--- src/assert_macros.svh ---
// Assertion macros for the RTL; rgbov_ctrl is the only file that includes them.
`ifndef ASSERT_MACROS_SVH
`define ASSERT_MACROS_SVH

`ifndef SYNTH

`define ASSERT_AT(lbl, clk, rstn, prop) \
    lbl: assert property (@(posedge clk) disable iff (!(rstn)) (prop)) \
        else $error("assertion failed");

`define ASSERT_NEVER(lbl, clk, rstn, cond) \
    lbl: assert property (@(posedge clk) disable iff (!(rstn)) !(cond)) \
        else $error("forbidden condition seen");

`else

`define ASSERT_AT(lbl, clk, rstn, prop)

`define ASSERT_NEVER(lbl, clk, rstn, cond)

`endif

`endif

--- src/rgbov_pkg.sv ---
package rgbov_pkg;

    localparam int NUM_LANES  = 4;
    localparam int NUM_STAGES = 4;
    localparam int PIX_W      = 32;
    localparam int SAMPLE_W   = 8;
    localparam int DATA_IN_W  = NUM_LANES * PIX_W + (NUM_LANES + 2) * SAMPLE_W;
    localparam int DATA_OUT_W = (NUM_LANES + 2) * SAMPLE_W;

    localparam logic [15:0] COEF_YR = 16'd66;
    localparam logic [15:0] COEF_YG = 16'd129;
    localparam logic [15:0] COEF_YB = 16'd25;
    localparam logic [15:0] COEF_UR = 16'd112;
    localparam logic [15:0] COEF_UG = 16'd94;
    localparam logic [15:0] COEF_UB = 16'd18;
    localparam logic [15:0] COEF_VR = 16'd38;
    localparam logic [15:0] COEF_VG = 16'd74;
    localparam logic [15:0] COEF_VB = 16'd112;
    localparam logic [7:0]  LUMA_BIAS = 8'd16;
    localparam logic [15:0] UV_BIAS  = 16'd32768;

    typedef struct packed {
        logic [NUM_STAGES-1:0] load;
    } stage_ctl_t;

    // Numerator of the blend: d*(255-a) + s*a, written as 255*d + a*(s-d).
    function automatic logic [15:0] mix_sum(input logic [7:0] d, input logic [7:0] s,
                                            input logic [7:0] a);
        logic signed [8:0]  diff;
        logic signed [17:0] prod;
        logic [17:0]        tot;
        diff = $signed({1'b0, s}) - $signed({1'b0, d});
        prod = diff * $signed({1'b0, a});
        tot  = {2'b00, d, 8'h00} - {10'd0, d} + $unsigned(prod);
        return tot[15:0];
    endfunction

    // Exact floor(x / 255) for every numerator the blend can produce.
    function automatic logic [7:0] div255(input logic [15:0] x);
        logic [16:0] t;
        t = {1'b0, x} + 17'd1 + {9'd0, x[15:8]};
        return t[15:8];
    endfunction

endpackage

--- src/rgba_overlay_yuv420_blend.sv ---
// Channel | Direction | Contents
// s_      | in        | one 2x2 RGBA block, four luma samples, Cb, Cr; inside flag
// m_      | out       | four blended luma samples, blended Cb and Cr
//
// Each block passes through every pipeline stage in turn; one block per cycle while s_tready is high.
// The four pixel lanes and the chroma merge share one four-stage pipeline.
// Reset clears only the stage valid flags; data registers are not reset.
// A stalled output fills empty stages first, then holds s_tready low.
module rgba_overlay_yuv420_blend
    import rgbov_pkg::*;
(
    input  logic                  aclk,
    input  logic                  aresetn,
    input  logic                  s_tvalid,
    output logic                  s_tready,
    // pixel_top_left, pixel_top_right, pixel_bottom_left, pixel_bottom_right,
    // luma_top_left, luma_top_right, luma_bottom_left, luma_bottom_right,
    // cb_in, cr_in
    input  logic [DATA_IN_W-1:0]  s_tdata,
    // inside_req
    input  logic                  s_tuser,
    output logic                  m_tvalid,
    input  logic                  m_tready,
    // luma_out_top_left, luma_out_top_right, luma_out_bottom_left,
    // luma_out_bottom_right, cb_out, cr_out
    output logic [DATA_OUT_W-1:0] m_tdata
);

    localparam int LUMA_BASE = NUM_LANES * PIX_W;
    localparam int CB_BASE   = LUMA_BASE + NUM_LANES * SAMPLE_W;
    localparam int CR_BASE   = CB_BASE + SAMPLE_W;

    stage_ctl_t                ctl;
    logic [NUM_LANES-1:0][7:0] lane_u;
    logic [NUM_LANES-1:0][7:0] lane_v;
    logic [NUM_LANES-1:0][7:0] lane_alpha;
    logic [NUM_LANES-1:0][7:0] lane_luma;
    logic [7:0]                cb_out;
    logic [7:0]                cr_out;

    rgbov_ctrl u_ctrl (
        .aclk     (aclk),
        .aresetn  (aresetn),
        .s_tvalid (s_tvalid),
        .s_tready (s_tready),
        .m_tvalid (m_tvalid),
        .m_tready (m_tready),
        .ctl      (ctl)
    );

    for (genvar i = 0; i < NUM_LANES; i++) begin : g_lane
        rgbov_lane u_lane (
            .aclk         (aclk),
            .ctl          (ctl),
            .pixel        (s_tdata[i*PIX_W +: PIX_W]),
            .luma         (s_tdata[LUMA_BASE + i*SAMPLE_W +: SAMPLE_W]),
            .in_frame     (s_tuser),
            .u_reg        (lane_u[i]),
            .v_reg        (lane_v[i]),
            .alpha_reg    (lane_alpha[i]),
            .luma_out_reg (lane_luma[i])
        );
    end

    rgbov_merge u_merge (
        .aclk       (aclk),
        .ctl        (ctl),
        .lane_u     (lane_u),
        .lane_v     (lane_v),
        .lane_alpha (lane_alpha),
        .cb_in      (s_tdata[CB_BASE +: SAMPLE_W]),
        .cr_in      (s_tdata[CR_BASE +: SAMPLE_W]),
        .in_frame   (s_tuser),
        .cb_out_reg (cb_out),
        .cr_out_reg (cr_out)
    );

    assign m_tdata = {cr_out, cb_out, lane_luma};

endmodule

--- src/rgbov_ctrl.sv ---
`include "assert_macros.svh"

module rgbov_ctrl
    import rgbov_pkg::*;
(
    input  logic       aclk,
    input  logic       aresetn,
    input  logic       s_tvalid,
    output logic       s_tready,
    output logic       m_tvalid,
    input  logic       m_tready,
    output stage_ctl_t ctl
);

    logic [NUM_STAGES-1:0] valid_reg;
    logic [NUM_STAGES-1:0] valid_next;
    logic [NUM_STAGES-1:0] ready;

    always_comb begin
        ready[NUM_STAGES-1] = !valid_reg[NUM_STAGES-1] || m_tready;
        for (int i = NUM_STAGES - 2; i >= 0; i--) begin
            ready[i] = !valid_reg[i] || ready[i+1];
        end
    end

    always_comb begin
        valid_next[0] = ready[0] ? s_tvalid : valid_reg[0];
        for (int i = 1; i < NUM_STAGES; i++) begin
            valid_next[i] = ready[i] ? valid_reg[i-1] : valid_reg[i];
        end
    end

    always_ff @(posedge aclk) begin
        if (!aresetn) begin
            valid_reg <= '0;
        end else begin
            valid_reg <= valid_next;
        end
    end

    assign ctl.load = ready;
    assign s_tready = ready[0];
    assign m_tvalid = valid_reg[NUM_STAGES-1];

    `ASSERT_AT(a_accept_enters, aclk, aresetn, s_tvalid && s_tready |=> valid_reg[0])
    `ASSERT_AT(a_blocked_holds, aclk, aresetn, valid_reg[2] && !ready[2] |=> valid_reg[2])
    `ASSERT_NEVER(a_full_no_accept, aclk, aresetn, (&valid_reg) && !m_tready && s_tready)

endmodule

--- src/rgbov_lane.sv ---
module rgbov_lane
    import rgbov_pkg::*;
(
    input  logic             aclk,
    input  stage_ctl_t       ctl,
    input  logic [PIX_W-1:0] pixel,
    input  logic [7:0]       luma,
    input  logic             in_frame,
    output logic [7:0]       u_reg,
    output logic [7:0]       v_reg,
    output logic [7:0]       alpha_reg,
    output logic [7:0]       luma_out_reg
);

    logic [15:0] r16;
    logic [15:0] g16;
    logic [15:0] b16;
    logic [15:0] y_sum;
    logic [15:0] u_sum;
    logic [15:0] v_sum;

    logic [7:0]  y_reg;
    logic [7:0]  d1_reg;
    logic        inside1_reg;
    logic [15:0] num_reg;
    logic [7:0]  quot_reg;

    assign r16 = {8'd0, pixel[31:24]};
    assign g16 = {8'd0, pixel[23:16]};
    assign b16 = {8'd0, pixel[15:8]};

    assign y_sum = COEF_YR * r16 + COEF_YG * g16 + COEF_YB * b16;
    assign u_sum = COEF_UR * r16 + UV_BIAS - COEF_UG * g16 - COEF_UB * b16;
    assign v_sum = COEF_VB * b16 + UV_BIAS - COEF_VR * r16 - COEF_VG * g16;

    always_ff @(posedge aclk) begin
        if (ctl.load[0]) begin
            y_reg       <= y_sum[15:8] + LUMA_BIAS;
            u_reg       <= u_sum[15:8];
            v_reg       <= v_sum[15:8];
            alpha_reg   <= pixel[7:0];
            d1_reg      <= luma;
            inside1_reg <= in_frame;
        end
        if (ctl.load[1]) begin
            num_reg <= mix_sum(d1_reg, y_reg, inside1_reg ? alpha_reg : 8'd0);
        end
        if (ctl.load[2]) begin
            quot_reg <= div255(num_reg);
        end
        if (ctl.load[3]) begin
            luma_out_reg <= quot_reg;
        end
    end

endmodule

--- src/rgbov_merge.sv ---
module rgbov_merge
    import rgbov_pkg::*;
(
    input  logic                       aclk,
    input  stage_ctl_t                 ctl,
    input  logic [NUM_LANES-1:0][7:0]  lane_u,
    input  logic [NUM_LANES-1:0][7:0]  lane_v,
    input  logic [NUM_LANES-1:0][7:0]  lane_alpha,
    input  logic [7:0]                 cb_in,
    input  logic [7:0]                 cr_in,
    input  logic                       in_frame,
    output logic [7:0]                 cb_out_reg,
    output logic [7:0]                 cr_out_reg
);

    logic [9:0]  sum_u;
    logic [9:0]  sum_v;
    logic [9:0]  sum_a;

    logic [7:0]  cb1_reg;
    logic [7:0]  cr1_reg;
    logic        inside1_reg;
    logic [7:0]  cb2_reg;
    logic [7:0]  cr2_reg;
    logic [7:0]  avg_u_reg;
    logic [7:0]  avg_v_reg;
    logic [7:0]  avg_a_reg;
    logic [15:0] num_u_reg;
    logic [15:0] num_v_reg;

    always_comb begin
        sum_u = '0;
        sum_v = '0;
        sum_a = '0;
        for (int i = 0; i < NUM_LANES; i++) begin
            sum_u = sum_u + {2'b00, lane_u[i]};
            sum_v = sum_v + {2'b00, lane_v[i]};
            sum_a = sum_a + {2'b00, lane_alpha[i]};
        end
    end

    // A zero average alpha makes the blend return the frame sample, which
    // also covers blocks outside the frame.
    always_ff @(posedge aclk) begin
        if (ctl.load[0]) begin
            cb1_reg     <= cb_in;
            cr1_reg     <= cr_in;
            inside1_reg <= in_frame;
        end
        if (ctl.load[1]) begin
            cb2_reg   <= cb1_reg;
            cr2_reg   <= cr1_reg;
            avg_u_reg <= sum_u[9:2];
            avg_v_reg <= sum_v[9:2];
            avg_a_reg <= inside1_reg ? sum_a[9:2] : 8'd0;
        end
        if (ctl.load[2]) begin
            num_u_reg <= mix_sum(cb2_reg, avg_u_reg, avg_a_reg);
            num_v_reg <= mix_sum(cr2_reg, avg_v_reg, avg_a_reg);
        end
        if (ctl.load[3]) begin
            cb_out_reg <= div255(num_u_reg);
            cr_out_reg <= div255(num_v_reg);
        end
    end

endmodule

--- config.mk ---
export PLATFORM = sky130hd
export DESIGN_NAME = rgba_overlay_yuv420_blend
export DESIGN_NICKNAME = d
export VERILOG_FILES = /design/src/rgbov_pkg.sv /design/src/rgba_overlay_yuv420_blend.sv /design/src/rgbov_ctrl.sv /design/src/rgbov_lane.sv /design/src/rgbov_merge.sv
export VERILOG_INCLUDE_DIRS = /design/src /design/src/src
export SDC_FILE = /design/constraint.sdc
export NUM_CORES = 2
export LEC_CHECK = 0
export BUFFER_PORTS_ARGS = -buffer_cell sky130_fd_sc_hd__buf_2
export CORE_MARGIN = 2
export CORE_UTILIZATION = 50
export DETAILED_ROUTE_END_ITERATION = 12
export PLACE_DENSITY = 0.74
export SYNTH_ARGS = -nofsm -noshare
export SYNTH_HDL_FRONTEND = slang
export SYNTH_HIERARCHICAL = 1
export SYNTH_SLANG_ARGS = --single-unit
--- constraint.sdc ---
create_clock -name aclk -period 11.9 [get_ports aclk]
set_input_delay 0 -clock aclk [delete_from_list [all_inputs] [get_ports aclk]]
set_output_delay 0 -clock aclk [all_outputs]
set_load 0.01 [all_outputs]
Word-level counts from Yosys, hierarchy flattened
Index checks and enable logic that the tools add are counted.
{"block": "op_classes", "add_sub_neg": 75, "mul": 42, "div_mod_pow": 0, "n_lt_le_gt_ge": 0, "eq_ne": 0, "shift": 0, "muxes": 4, "bitwise_logic": 0, "reduce_logical": 8}
{"cell": "$sub A16 B16 Y16", "count": 16}
{"cell": "$add A16 B16 Y16", "count": 14}
{"cell": "$mul A6 B8 Y14 const A", "count": 12}
{"cell": "$add A16 B16 Y16 const B", "count": 8}
{"cell": "$mul A5 B8 Y13 const A", "count": 8}
{"cell": "$add A16 B1 Y16 const B", "count": 6}
{"cell": "$add A16 B8 Y16", "count": 6}
{"cell": "$mul A9 B9 Y16", "count": 6}
{"cell": "$sub A16 B8 Y16", "count": 6}
{"cell": "$mul A3 B8 Y11 const A", "count": 8}
{"cell": "$mul A8 B8 Y16 const A", "count": 4}
{"cell": "$add A10 B8 Y10", "count": 6}
{"cell": "$sub A8 B8 Y9", "count": 6}
{"cell": "$mul A4 B8 Y12 const A", "count": 4}
{"cell": "$add A8 B5 Y8 const B", "count": 4}
{"cell": "$mux W8", "count": 4}
{"cell": "$add A8 B8 Y9", "count": 3}
{"cell": "$logic_not A1 Y1", "count": 4}
{"cell": "$logic_or A1 B1 Y1", "count": 4}
{"block": "totals", "regBits": 397, "latchBits": 0, "ramBits": 0, "rom_bits": 0, "input_bits": 181, "word_cells": 177, "memories": 0}

Depth between registers and ports, before layout
{"block": "depth", "word_depth": 5, "ltp_mapped": 29, "ltp_nobuf": 29}

Hierarchy
Netlist, hierarchy kept.
{"module": "rgbov_merge", "instances": 1, "cells_per_inst": 1187, "area_each_um2": 12794.8, "seq_area_each_um2": 3153.0}
{"module": "rgbov_lane (g_lane[0].u_lane)", "instances": 1, "cells_per_inst": 1274, "area_each_um2": 12545.8, "seq_area_each_um2": 2192.1}
{"module": "rgbov_lane (g_lane[2].u_lane)", "instances": 1, "cells_per_inst": 1253, "area_each_um2": 12463.2, "seq_area_each_um2": 2192.1}
{"module": "rgbov_lane (g_lane[1].u_lane)", "instances": 1, "cells_per_inst": 1251, "area_each_um2": 12460.7, "seq_area_each_um2": 2192.1}
{"module": "rgbov_lane (g_lane[3].u_lane)", "instances": 1, "cells_per_inst": 1212, "area_each_um2": 12356.9, "seq_area_each_um2": 2192.1}
{"module": "rgbov_ctrl", "instances": 1, "cells_per_inst": 18, "area_each_um2": 171.4, "seq_area_each_um2": 80.1}

Worst setup path before layout
No wires, ideal clock.
{"block": "synth_timing", "path_kind": "reg-to-reg", "from": "register u_merge.cr2_reg[2]", "to": "register u_merge.num_v_reg[15] (data pin)", "setup_ns": 0.268, "t_arrival_ns": 6.260, "required_ns": 11.632, "path_slack_ns": 5.372, "stages_incl_launch_ff": 24, "synth_period_minus_slack_ns": 6.528, "path_cell_list": "edfxtp_1 inv_1 ha_1 nor2b_4 o31a_1 or2_1 a31oi_1 nand2_1 fa_1 inv_1 fa_1 fa_1 fa_1 inv_1 fa_1 inv_1 ha_1 a21o_1 a221oi_1 o21ai_1 a31o_1 o311ai_0 nand2b_1 xnor3_1"}
{"block": "synth_between", "elab_chain_len": 3, "word_cells_on_any_way": 4, "cone_classes": "3 x add/sub; 1 x mul"}
{"item": "start: declaration", "line": "rgbov_merge.sv:24", "text": "logic [7:0] cr2_reg;"}
{"item": "start signal: assignment", "line": "rgbov_merge.sv:52", "text": "cr2_reg <= cr1_reg;"}
{"item": "$sub A8 B8 Y9", "line": "rgbov_pkg.sv:32", "text": "diff = $signed({1'b0, s}) - $signed({1'b0, d});"}
{"item": "$mul A9 B9 Y16", "line": "rgbov_pkg.sv:33", "text": "prod = diff * $signed({1'b0, a});"}
{"item": "$add A16 B16 Y16 (*)", "line": "rgbov_pkg.sv:34", "text": "tot = {2'b00, d, 8'h00} - {10'd0, d} + $unsigned(prod);"}
{"item": "end signal: assignment", "line": "rgbov_merge.sv:59", "text": "num_v_reg <= mix_sum(cr2_reg, avg_v_reg, avg_a_reg);"}
{"item": "end: declaration", "line": "rgbov_merge.sv:29", "text": "logic [15:0] num_v_reg;"}
Every way passes the cells marked *; elsewhere a longest branch is shown, timed or not.
A chain may end at the register's enable or synchronous reset.

Worst setup path in the final report
{"block": "layout_timing", "from": "register u_merge.cr2_reg[0]", "to": "register u_merge.num_v_reg[15] (data pin)"}
Same word-level chain as after synthesis.

==> out/qor.yml <==
setup_tns_ns: 0
synth_ff_type: "edfxtp_1"
max_stage_delay_ns: 0.65
synth_cell_types: 107
clk_pin_slew_ns: 0.06
slowest_stage: "xnor2_1"
critPathTopFamily: "adder cells"
vias: 42900
path_cells: "ha_1 > fa_1 > nor2b_4 > o31a_1 > o21a_1 > nor2_1 > xnor2_1 > nand2_1 > fa_1 > inv_1 > fa_1 > fa_1 > fa_1 > inv_1 > fa_1 > inv_1 > ha_1 > a21o_1 > a221oi_1 > o21ai_1 > a31o_1 > o311ai_0 > nand2b_1 > xnor3_1"
syn_area_per_cell_sq_um: 10.1
synth_edf_count: 397
slew_headroom_pct: 35.4
initialDrtViolationCount: 2085
fin_crit_sh_pct: 61.0
drc: 0
rsz0062_at_grt: "false"
cap_violations: 0
row_count: 130
tightestPinTransition_ns: 0.962
grtUsageTotal_pct: 23.4
synth_cells: 6195
final.setup_skew_ns: 0.0365
largest_reg_flops: 64
overflow: 0
min_period_ns: 7.26
start_util_pct: 50.2
startpoint_type: "register"
die_x_um: 358
wl_per_cell_um: 17.8
ys_seq_elements: 401
end_kind: "register"
cts-root-buf: "clkbuf_16"
cts_tree: "done"
cts_buffers: 44
fillerInstances: 10800
numPortBuffers: 230
path_buf_inv: 3
grt_pass1_wl_um: 235000
synth-seq-area-share_pct: 19.1
nets: 8618
ant_nets: 0
drv_slew: 0
grt_pass1_vias: 44800
grt_max_degree: 71
status: "finished, final reports clean"
cts_setup_buffers: 0
area_growth_pct: 8.75
cp_max_fo: 8
setup_viol: 0
core_sq_mm: 0.125
drive_above_1_share_pct: 5.79
critPathArrivalTime_ns: 7.59
antenna_found_initial: 18
hpwl_um: 123000
cts.sinks: 401
crit_type: "reg -> reg"
routed_wl_um: 146000
dieArea_sq_mm: 0.128
cts_resized: 0
htreeDepth: 2
path_common_cell: "fa_1"
async_flop_share_pct: 0
dr.pass1.iters: 5
hold_viol: 0
synth_area_sq_mm: 0.0628
clk_latency_ns: 0.62
cts_max_path_buffers: 3
synth-warning-count: 6
max_freq_mhz: 138
die_y_um: 358
synth_nets: 8287
min-delay-path-class: "in -> reg"
viasPerCell: 5.22
holdBufCountCts: 87
io_pins: 231
required_ns: 12.23
gp_congestion: 0.922
[placed cells by master, fill, tap and decap left out, drive strengths merged, types with 87 or more instances in the layout]
cell / n
a21o: 91
a21oi: 258
buf: 238
dlygate4sd3: 87
edfxtp: 397
fa: 858
ha: 1053
inv: 1522
nand2: 311
nand3: 93
nor2: 256
nor2b: 97
o21ai: 140
xnor2: 356
xor2: 116
[area by class of cell]
cell class                      instances  area (sq um)  share of cell area (%)
Timing Repair Buffer                  325          2080                    3.05
Antenna cell                            5          12.5                  0.0183
Multi-Input combinational cell       4244         45000                    65.9
Sequential cell                       401         12000                    17.6
Inverter                             1510          5670                    8.30
Tap cell                             1650          2060                    3.02
Clock inverter                         35           368                   0.539
Clock buffer                           47          1110                    1.63
[final timing paths]
check	startpoint	endpoint	slack [ns]	depth (start not counted)
max	u_merge/cr2_reg[0]	u_merge/num_v_reg[15]	4.64	24
min	s_tdata[149]	g_lane[2].u_lane/d1_reg[5]	0.1	2
min reg2reg	g_lane[0].u_lane/quot_reg[6]	g_lane[0].u_lane/luma_out_reg[6]	0.42	0
max reg2reg	u_merge/cr2_reg[0]	u_merge/num_v_reg[15]	4.64	24
[through the flow]
stage	cell area [sq um]	utilization, %	setup slack [ns]	hold WS, ns	instances
6_report	68300	54.6	4.64	0.0962	8217
5_1_grt	68300	54.6	4.26	0.0645	8214
4_1_cts	68300	54.6	4.64	0.0370	8212
3_5_place_dp	65900	52.7	4.66	0.178	8043
3_3_place_gp	65900	52.7	4.89	0.178	8043
2_1_floorplan	62800	-	5.37	0.0989	6195
[cells in the mapped netlist, types with 11 or more instances]
library cell | count | area share, %
inv_1 | 1504 | 9.0
ha_1 | 1053 | 21
fa_1 | 858 | 27
edfxtp_1 | 397 | 19
xnor2_1 | 354 | 4.9
nand2_1 | 311 | 1.9
a21oi_1 | 256 | 2.0
nor2_1 | 255 | 1.5
xor2_1 | 114 | 1.6
o21ai_0 | 112 | 0.89
nor2b_1 | 96 | 0.96
nand3_1 | 93 | 0.74
a21o_1 | 91 | 1.1
o21a_1 | 86 | 1.0
o21bai_1 | 69 | 0.82
nor3_1 | 65 | 0.52
and2_1 | 64 | 0.64
nand2b_1 | 58 | 0.58
clkbuf_1 | 35 | 0.21
and3_1 | 28 | 0.28
o21ai_1 | 26 | 0.21
a31oi_1 | 17 | 0.17
or2_2 | 17 | 0.17
o211ai_1 | 14 | 0.17
a21boi_0 | 13 | 0.16
o2111ai_1 | 11 | 0.15
[layer usage]
layer / global-route usage [%] / part of all wire, % / wire, um
met1: 30.7 / 43 / 63400
met2: 40.2 / 48 / 70800
met5: 0 / 0.070 / 103
met4: 7.51 / 3.6 / 5190
met3: 2.82 / 4.5 / 6580
[cells by family after synthesis]
family                   count (synthesis)  share of synthesized area, %
AO/OA/AOI/OAI                          794                          8.30
XOR/XNOR                               474                          6.74
adder cells (fa/ha/maj)               1911                          48.3
buffers and inverters                 1550                          9.27
flip-flops                             401                          19.1
multiplexers                             8                         0.130
AND/OR/NAND/NOR                       1057                          8.11
Power is left out: the tool's default activity adds up to more than one toggle a clock period on the data nets, which glitch-free logic cannot reach.
